### src/hdl/vv2d_pkg.sv
// Shared types and constants for the 2D velocity Verlet step block.
// Used by vv2d_div, vv2d_lane and velocity_verlet_2d_step; no dependencies.
package vv2d_pkg;

  // Time step 0.001 in Q0.24 and its square in Q0.48
  localparam int DT_INT = 16777;
  localparam logic signed [15:0] DT_Q24  = 16'(DT_INT);
  localparam logic signed [29:0] DT2_Q48 = 30'(DT_INT * DT_INT);

  // Numerator |F| * 4096 needs 24 + 12 bits
  localparam int DIV_W     = 36;
  localparam int DIV_CNT_W = $clog2(DIV_W + 1);

  localparam logic [15:0] MASS_RESET = 16'd256;

  localparam int CFG_IDX_W = 2;
  localparam logic [CFG_IDX_W-1:0] CFG_BODY_MASS = 2'd0;
  localparam logic [CFG_IDX_W-1:0] CFG_START_X   = 2'd1;
  localparam logic [CFG_IDX_W-1:0] CFG_START_Y   = 2'd2;

  typedef struct packed {
    logic signed [23:0] force_x;
    logic signed [23:0] force_y;
    logic               restart;
  } in_item_t;

  typedef struct packed {
    logic signed [31:0] new_pos_x;
    logic signed [31:0] new_pos_y;
    logic signed [31:0] new_vel_x;
    logic signed [31:0] new_vel_y;
    logic signed [31:0] new_acc_x;
    logic signed [31:0] new_acc_y;
  } out_item_t;

  // Request from the top level to one axis lane
  typedef struct packed {
    logic               start;
    logic               restart;
    logic signed [23:0] frc;
    logic signed [31:0] start_pos;
    logic        [15:0] mass;
  } lane_req_t;

  // Status and results of one axis lane
  typedef struct packed {
    logic               done;
    logic signed [31:0] pos;
    logic signed [31:0] vel;
    logic signed [31:0] acc;
  } lane_res_t;

  typedef enum logic [3:0] {
    L_IDLE,
    L_MUL,
    L_DISP,
    L_POS,
    L_DIV,
    L_ACC,
    L_VMUL,
    L_VEL,
    L_DONE
  } lane_state_e;

  typedef enum logic {
    T_IDLE,
    T_BUSY
  } top_state_e;

endpackage

### src/hdl/vv2d_div.sv
// Radix-2 restoring divider, one quotient bit per cycle, unsigned operands.
// Depends on vv2d_pkg for the operand widths.
module vv2d_div (
  input  logic                        clk_i,
  input  logic                        rst_ni,
  input  logic                        start_i,
  input  logic [vv2d_pkg::DIV_W-1:0]  numer_i,
  input  logic [15:0]                 denom_i,
  output logic                        done_o,
  output logic [vv2d_pkg::DIV_W-1:0]  quot_o
);

  logic                           busy_q, busy_d;
  logic                           done_q, done_d;
  logic [vv2d_pkg::DIV_CNT_W-1:0] cnt_q, cnt_d;
  logic [vv2d_pkg::DIV_W-1:0]     num_q, num_d;
  logic [15:0]                    rem_q, rem_d;
  logic [15:0]                    den_q, den_d;

  logic [16:0] shifted;
  logic [16:0] diff;
  logic        ge;

  assign shifted = {rem_q, num_q[vv2d_pkg::DIV_W-1]};
  assign ge      = shifted >= {1'b0, den_q};
  assign diff    = shifted - {1'b0, den_q};

  always_comb begin
    busy_d = busy_q;
    done_d = 1'b0;
    cnt_d  = cnt_q;
    num_d  = num_q;
    rem_d  = rem_q;
    den_d  = den_q;
    if (start_i) begin
      busy_d = 1'b1;
      cnt_d  = vv2d_pkg::DIV_CNT_W'(vv2d_pkg::DIV_W);
      num_d  = numer_i;
      rem_d  = '0;
      den_d  = denom_i;
    end else if (busy_q) begin
      // remainder stays below a nonzero divisor, so 16 bits hold it either way
      rem_d = ge ? diff[15:0] : shifted[15:0];
      num_d = {num_q[vv2d_pkg::DIV_W-2:0], ge};
      cnt_d = cnt_q - 1'b1;
      if (cnt_q == vv2d_pkg::DIV_CNT_W'(1)) begin
        busy_d = 1'b0;
        done_d = 1'b1;
      end
    end
  end

  always_ff @(posedge clk_i or negedge rst_ni) begin
    if (!rst_ni) begin
      busy_q <= 1'b0;
      done_q <= 1'b0;
      cnt_q  <= '0;
    end else begin
      busy_q <= busy_d;
      done_q <= done_d;
      cnt_q  <= cnt_d;
    end
  end

  always_ff @(posedge clk_i) begin
    num_q <= num_d;
    rem_q <= rem_d;
    den_q <= den_d;
  end

  assign done_o = done_q;
  assign quot_o = num_q;

endmodule

### src/hdl/vv2d_lane.sv
// One axis of the Verlet step: position, velocity and acceleration state,
// sequencer, multiplies and saturation. Depends on vv2d_pkg and vv2d_div.
module vv2d_lane (
  input  logic                clk_i,
  input  logic                rst_ni,
  input  vv2d_pkg::lane_req_t req_i,
  input  logic                ack_i,
  output vv2d_pkg::lane_res_t res_o
);

  localparam logic signed [33:0] SAT_MAX = 34'sd2147483647;
  localparam logic signed [33:0] SAT_MIN = -34'sd2147483648;

  function automatic logic signed [31:0] sat32(input logic signed [33:0] x);
    logic signed [31:0] r;
    if (x > SAT_MAX) begin
      r = 32'sh7FFFFFFF;
    end else if (x < SAT_MIN) begin
      r = 32'sh80000000;
    end else begin
      r = x[31:0];
    end
    return r;
  endfunction

  vv2d_pkg::lane_state_e state_q, state_d;

  logic signed [31:0] pos_q, vel_q, acc_q;
  logic signed [23:0] frc_q;
  logic signed [47:0] prod_v_q;
  logic signed [61:0] prod_a_q;
  logic signed [48:0] disp_q;
  logic signed [32:0] sum_q;
  logic signed [48:0] vprod_q;

  logic                       div_start;
  logic                       div_done;
  logic [vv2d_pkg::DIV_W-1:0] quot;
  logic [23:0]                frc_mag;

  logic signed [36:0] rnd_a;
  logic signed [48:0] disp_d;
  logic signed [25:0] pos_inc;
  logic signed [33:0] pos_sum;
  logic signed [31:0] acc_new;
  logic signed [24:0] vel_inc;
  logic signed [33:0] vel_sum;

  // magnitude as unsigned, so the most negative force maps to 2^23
  assign frc_mag = frc_q[23] ? 24'(-frc_q) : 24'(frc_q);

  vv2d_div u_div (
    .clk_i   (clk_i),
    .rst_ni  (rst_ni),
    .start_i (div_start),
    .numer_i ({frc_mag, 12'b0}),
    .denom_i (req_i.mass),
    .done_o  (div_done),
    .quot_o  (quot)
  );

  // position update: v*dt + rnd(a*dt^2, 25), then to Q16.16
  assign rnd_a   = 37'((prod_a_q + 62'sd16777216) >>> 25);
  assign disp_d  = 49'(prod_v_q) + 49'(rnd_a);
  assign pos_inc = 26'((50'(disp_q) + 50'sd8388608) >>> 24);
  assign pos_sum = 34'(pos_q) + 34'(pos_inc);

  // truncating division on magnitudes; zero force gives zero even for zero mass
  always_comb begin
    if (frc_q == 24'sd0) begin
      acc_new = 32'sd0;
    end else if (frc_q[23]) begin
      if (quot > 36'h080000000) begin
        acc_new = 32'sh80000000;
      end else begin
        acc_new = -$signed(quot[31:0]);
      end
    end else begin
      if (quot > 36'h07FFFFFFF) begin
        acc_new = 32'sh7FFFFFFF;
      end else begin
        acc_new = $signed(quot[31:0]);
      end
    end
  end

  assign vel_inc = 25'((vprod_q + 49'sd16777216) >>> 25);
  assign vel_sum = 34'(vel_q) + 34'(vel_inc);

  // next state
  always_comb begin
    state_d = state_q;
    case (state_q)
      vv2d_pkg::L_IDLE: begin
        if (req_i.start) begin
          state_d = req_i.restart ? vv2d_pkg::L_DONE : vv2d_pkg::L_MUL;
        end
      end
      vv2d_pkg::L_MUL:  state_d = vv2d_pkg::L_DISP;
      vv2d_pkg::L_DISP: state_d = vv2d_pkg::L_POS;
      vv2d_pkg::L_POS:  state_d = vv2d_pkg::L_DIV;
      vv2d_pkg::L_DIV: begin
        if (div_done) begin
          state_d = vv2d_pkg::L_ACC;
        end
      end
      vv2d_pkg::L_ACC:  state_d = vv2d_pkg::L_VMUL;
      vv2d_pkg::L_VMUL: state_d = vv2d_pkg::L_VEL;
      vv2d_pkg::L_VEL:  state_d = vv2d_pkg::L_DONE;
      vv2d_pkg::L_DONE: begin
        if (ack_i) begin
          state_d = vv2d_pkg::L_IDLE;
        end
      end
      default: state_d = vv2d_pkg::L_IDLE;
    endcase
  end

  // outputs
  always_comb begin
    div_start  = (state_q == vv2d_pkg::L_POS);
    res_o.done = (state_q == vv2d_pkg::L_DONE);
    res_o.pos  = pos_q;
    res_o.vel  = vel_q;
    res_o.acc  = acc_q;
  end

  always_ff @(posedge clk_i or negedge rst_ni) begin
    if (!rst_ni) begin
      state_q <= vv2d_pkg::L_IDLE;
      pos_q   <= '0;
      vel_q   <= '0;
      acc_q   <= '0;
    end else begin
      state_q <= state_d;
      case (state_q)
        vv2d_pkg::L_IDLE: begin
          if (req_i.start && req_i.restart) begin
            pos_q <= req_i.start_pos;
            vel_q <= '0;
            acc_q <= '0;
          end
        end
        vv2d_pkg::L_POS: pos_q <= sat32(pos_sum);
        vv2d_pkg::L_ACC: acc_q <= acc_new;
        vv2d_pkg::L_VEL: vel_q <= sat32(vel_sum);
        default: ;
      endcase
    end
  end

  always_ff @(posedge clk_i) begin
    if (state_q == vv2d_pkg::L_IDLE && req_i.start) begin
      frc_q <= req_i.frc;
    end
    if (state_q == vv2d_pkg::L_MUL) begin
      prod_v_q <= 48'(vel_q) * 48'(vv2d_pkg::DT_Q24);
      prod_a_q <= 62'(acc_q) * 62'(vv2d_pkg::DT2_Q48);
    end
    if (state_q == vv2d_pkg::L_DISP) begin
      disp_q <= disp_d;
    end
    if (state_q == vv2d_pkg::L_ACC) begin
      sum_q <= 33'(acc_q) + 33'(acc_new);
    end
    if (state_q == vv2d_pkg::L_VMUL) begin
      vprod_q <= 49'(sum_q) * 49'(vv2d_pkg::DT_Q24);
    end
  end

endmodule

### config.mk
export PLATFORM = sky130hd
export DESIGN_NAME = vv2d_lane
export DESIGN_NICKNAME = d
export VERILOG_FILES = /design/src/hdl/vv2d_pkg.sv /design/src/hdl/vv2d_div.sv /design/src/hdl/vv2d_lane.sv
export SDC_FILE = /design/constraint.sdc
export NUM_CORES = 2
export LEC_CHECK = 0
export ABC_AREA = 0
export BUFFER_PORTS_ARGS = -buffer_cell sky130_fd_sc_hd__buf_4
export CORE_MARGIN = 2
export CORE_UTILIZATION = 30
export CTS_BUF_LIST = sky130_fd_sc_hd__clkbuf_2
export CTS_CLUSTER_DIAMETER = 150
export CTS_CLUSTER_SIZE = 10
export DETAILED_ROUTE_END_ITERATION = 16
export MAX_ROUTING_LAYER = met4
export SYNTH_ARGS = -nofsm -noshare
export SYNTH_HDL_FRONTEND = slang
export SYNTH_SLANG_ARGS = --single-unit
### constraint.sdc
create_clock -name clk_i -period 22.6 [get_ports clk_i]
set_clock_uncertainty 0.1 [all_clocks]
set_input_delay 1.13 -clock clk_i [delete_from_list [all_inputs] [get_ports clk_i]]
set_output_delay 1.13 -clock clk_i [all_outputs]
set_load 0.02 [all_outputs]
==> qor.csv <==
stage,metric,value,unit
outcome,status,completed,
synthesis,syn_area,53100,um^2
sta,max_freq,117,MHz
global_routing,grt_start_max_net_pins,85,
cells_and_area,area_growth,10.2,%
sta,maxSlewViolCount,0,
routing,num_vias,39416,
flow_run,max_cap_viol_count,0,
cells_and_area,fin_util,33.2,%
die,rows,154,
place,port_buffers,173,
synthesis,async_flop_share,29.2,%
cts,clk_latency,1.24,ns
cells_and_area,drive_above_1_share,6.32,%
synthesis,ys_ff_latch,370,
critical_path,critPathArrivalTime,9.38,ns
die,start_util,30.2,%
sta,finalSetupViolCount,0,
cts,root_buffer,clkbuf_2,
critical_path,cp_cell_sequence,"ha_1, ha_1, a21o_1, fa_1, inv_1, fa_1, inv_1, fa_1, fa_1, fa_1, ha_1, ha_1, and4_1, a221oi_1, o21ai_0, o21a_1, o22a_1, a21oi_1, a31oi_1, a211o_1, a31o_2, a31oi_1, xnor2_1",
critical_path,critPathKind,reg -> reg,
synthesis,yosys_most_used_dff,edfxtp_1,
synthesis,synth.distinct_cells,92,
critical_path,worst_ep_required_time,23.40,ns
sta,rsz0062_at_grt,no,
routing,drtIter0Drc,2167,
routing,ant_nets,0,
sta,finalHoldViolations,0,
critical_path,crit_fanout,14,
synthesis,ys_seq_area_share,19.4,%
sta,fin_crit,8.58,ns
cells_and_area,final_cell_mix,"ha_1, inv_1, fa_1, nand2_1, a21oi_1",
die,core_area,176000,um^2
routing,drc,0,
routing,viasPerCell,4.89,
cts,clk_pin_slew_worst_paths,0.27,ns
cts,clock_path_buffers,3,
die,die_width,425,um
critical_path,slowest_stage,dfrtp_1,
synthesis,syn_avg_cell_area,9.76,um^2
sta,tightest_slew,1.17,ns
global_routing,grt_pass1_wl,232,mm
sta,max_slew_margin,21.6,%
routing,wirelength,149,mm
die,die_area,180000,um^2
die,chipHeight,425,um
critical_path,crit_path_end_kind,flip-flop,
cells_and_area,final_nets,7282,
critical_path,crit_start,acc_q[10]$_DFFE_PN0P_,
cts,cts_made_buffers,43,
global_routing,grt_overflow,0,
worst_hold_path,hold_start,req_i[35],
cells_and_area,layout_commonest_cell,ha_1,
cts,cts_sinks,370,
cts,postCtsSetupRepairBufs,0,
global_routing,grt_pass1_vias,40341,
cts,cts_tree,built,
critical_path,critPathMostFrequentCell,fa_1,
place,gp_congestion,0.937,
synthesis,synth_nets,7044,
routing,wl_per_cell,18.5,um
global_routing,track_usage,16.8,%
critical_path,rr_startpoint,acc_q[10]$_DFFE_PN0P_,
synthesis,synth_edf_count,234,
place,dp_hpwl,121,mm
sta,fin_crit_sh,38.0,%
critical_path,startpoint_type,flip-flop,
critical_path,critical_path_buf_inv_count,2,
sta,final.setup.tns,0,ns
die,io_pins,174,
routing,drtPass1Iterations,6,
critical_path,crit_family,adder cells,
global_routing,grt_antenna_before_repair,5,
worst_hold_path,hp-class,in -> reg,
cts,ctsHtreeMaxLevel,2,
synthesis,postSynthCellCount,5438,
synthesis,ys_warn_count,0,
sta,holdWs,0.252,ns
critical_path,slowest_delay,0.92,ns
## synth_stat cells, drive strengths merged, types with 53 or more instances
library cell     n  area (um^2)
ha            1000        12500
inv            905         3400
fa             529        10600
nand2          358         1350
a21oi          266         1330
xnor2          251         2210
edfxtp         234         7030
o21ai          224         1120
nor2           205          769
xor2           180         1580
a21o           153         1150
nand3          116          581
dfrtp          108         2700
clkbuf          82          308
nor3            63          337
nand4           53          332
## stage by stage
| step | instances | setup WS (ns) | cell area, um^2 |
|---|---|---|---|
| 2_1_floorplan | 5438 | 15.16 | 53100 |
| 3_3_place_gp | 7898 | 14.21 | 57300 |
| 3_5_place_dp | 7898 | 14.11 | 57300 |
| 4_1_cts | 8051 | 13.98 | 58400 |
| 5_1_grt | 8057 | 13.70 | 58500 |
| 6_report | 8058 | 14.02 | 58500 |
## flip-flops by register name, indices dropped and copies added, names as in the netlist
name,cells
vel_q,32
u_div.rem_q,16
pos_q,32
u_div.quot_o,36
u_div.done_o,1
disp_q,26
acc_q,32
state_q,4
frc_q,24
prod_v_q,48
u_div.den_q,16
prod_a_q,38
u_div.cnt_q,6
sum_q,33
u_div.busy_q,1
vprod_q,25
## cells by family after synthesis
| logic type | count (synthesis) | share of synthesized area (%) |
|---|---|---|
| buffers and inverters | 997 | 7.07 |
| AO/OA/AOI/OAI | 997 | 12.2 |
| multiplexers | 52 | 1.02 |
| adder cells (fa/ha/maj) | 1535 | 43.6 |
| XOR/XNOR | 431 | 7.13 |
| flip-flops | 370 | 19.4 |
| AND/OR/NAND/NOR | 1056 | 9.59 |
## path summary, 6_finish.rpt
check | cells past startpoint | slack [ns] | to
setup / recovery | 23 | 14.02 | prod_a_q[61]$_DFFE_PP_
hold / removal | 3 | 0.25 | pos_q[19]$_DFFE_PN0P_
setup reg to reg | 23 | 14.02 | prod_a_q[61]$_DFFE_PP_
hold reg to reg | 2 | 0.39 | u_div.rem_q[15]$_SDFFE_PP0P_
max in group asynchronous | 3 | 20.69 | acc_q[31]$_DFFE_PN0P_
min in group asynchronous | 2 | 0.43 | pos_q[13]$_DFFE_PN0P_
## per-layer routing
metal | part of all wire, % | GRT usage (%) | up-vias
met5 | 0 | - | -
met3 | 3.5 | 1.58 | 160
met2 | 48 | 28.4 | 732
met4 | 2.2 | 3.77 | 0
li1 | - | - | 19114
met1 | 46 | 21.7 | 19410
## area by class of cell
cell class / count / area, um^2
antenna: 7 / 17.5
clock buffer: 75 / 375
clock inverter: 5 / 56.3
fill: 18002 / 117000
inverter: 906 / 3400
multi-input combinational: 4071 / 39100
sequential: 370 / 10300
tap: 2340 / 2930
timing repair buffer: 284 / 2320
## worst reg2reg max path: stages (launching register included)
cell and delay, ns:
dfrtp_1 0.92, ha_1 0.49, ha_1 0.24, a21o_1 0.17, fa_1 0.54, inv_1 0.06
fa_1 0.50, inv_1 0.06, fa_1 0.54, fa_1 0.46, fa_1 0.53, ha_1 0.31
ha_1 0.32, and4_1 0.23, a221oi_1 0.25, o21ai_0 0.13, o21a_1 0.27, o22a_1 0.31
a21oi_1 0.52, a31oi_1 0.33, a211o_1 0.37, a31o_2 0.27, a31oi_1 0.22, xnor2_1 0.10
## what timing repair did
item                      CTS  global route
hold endpoints to repair  135             0
gates resized for setup     0             0
hold buffers               73             0
Power is left out: the tool's default activity adds up to more than one toggle a clock period on the data nets, which glitch-free logic cannot reach.
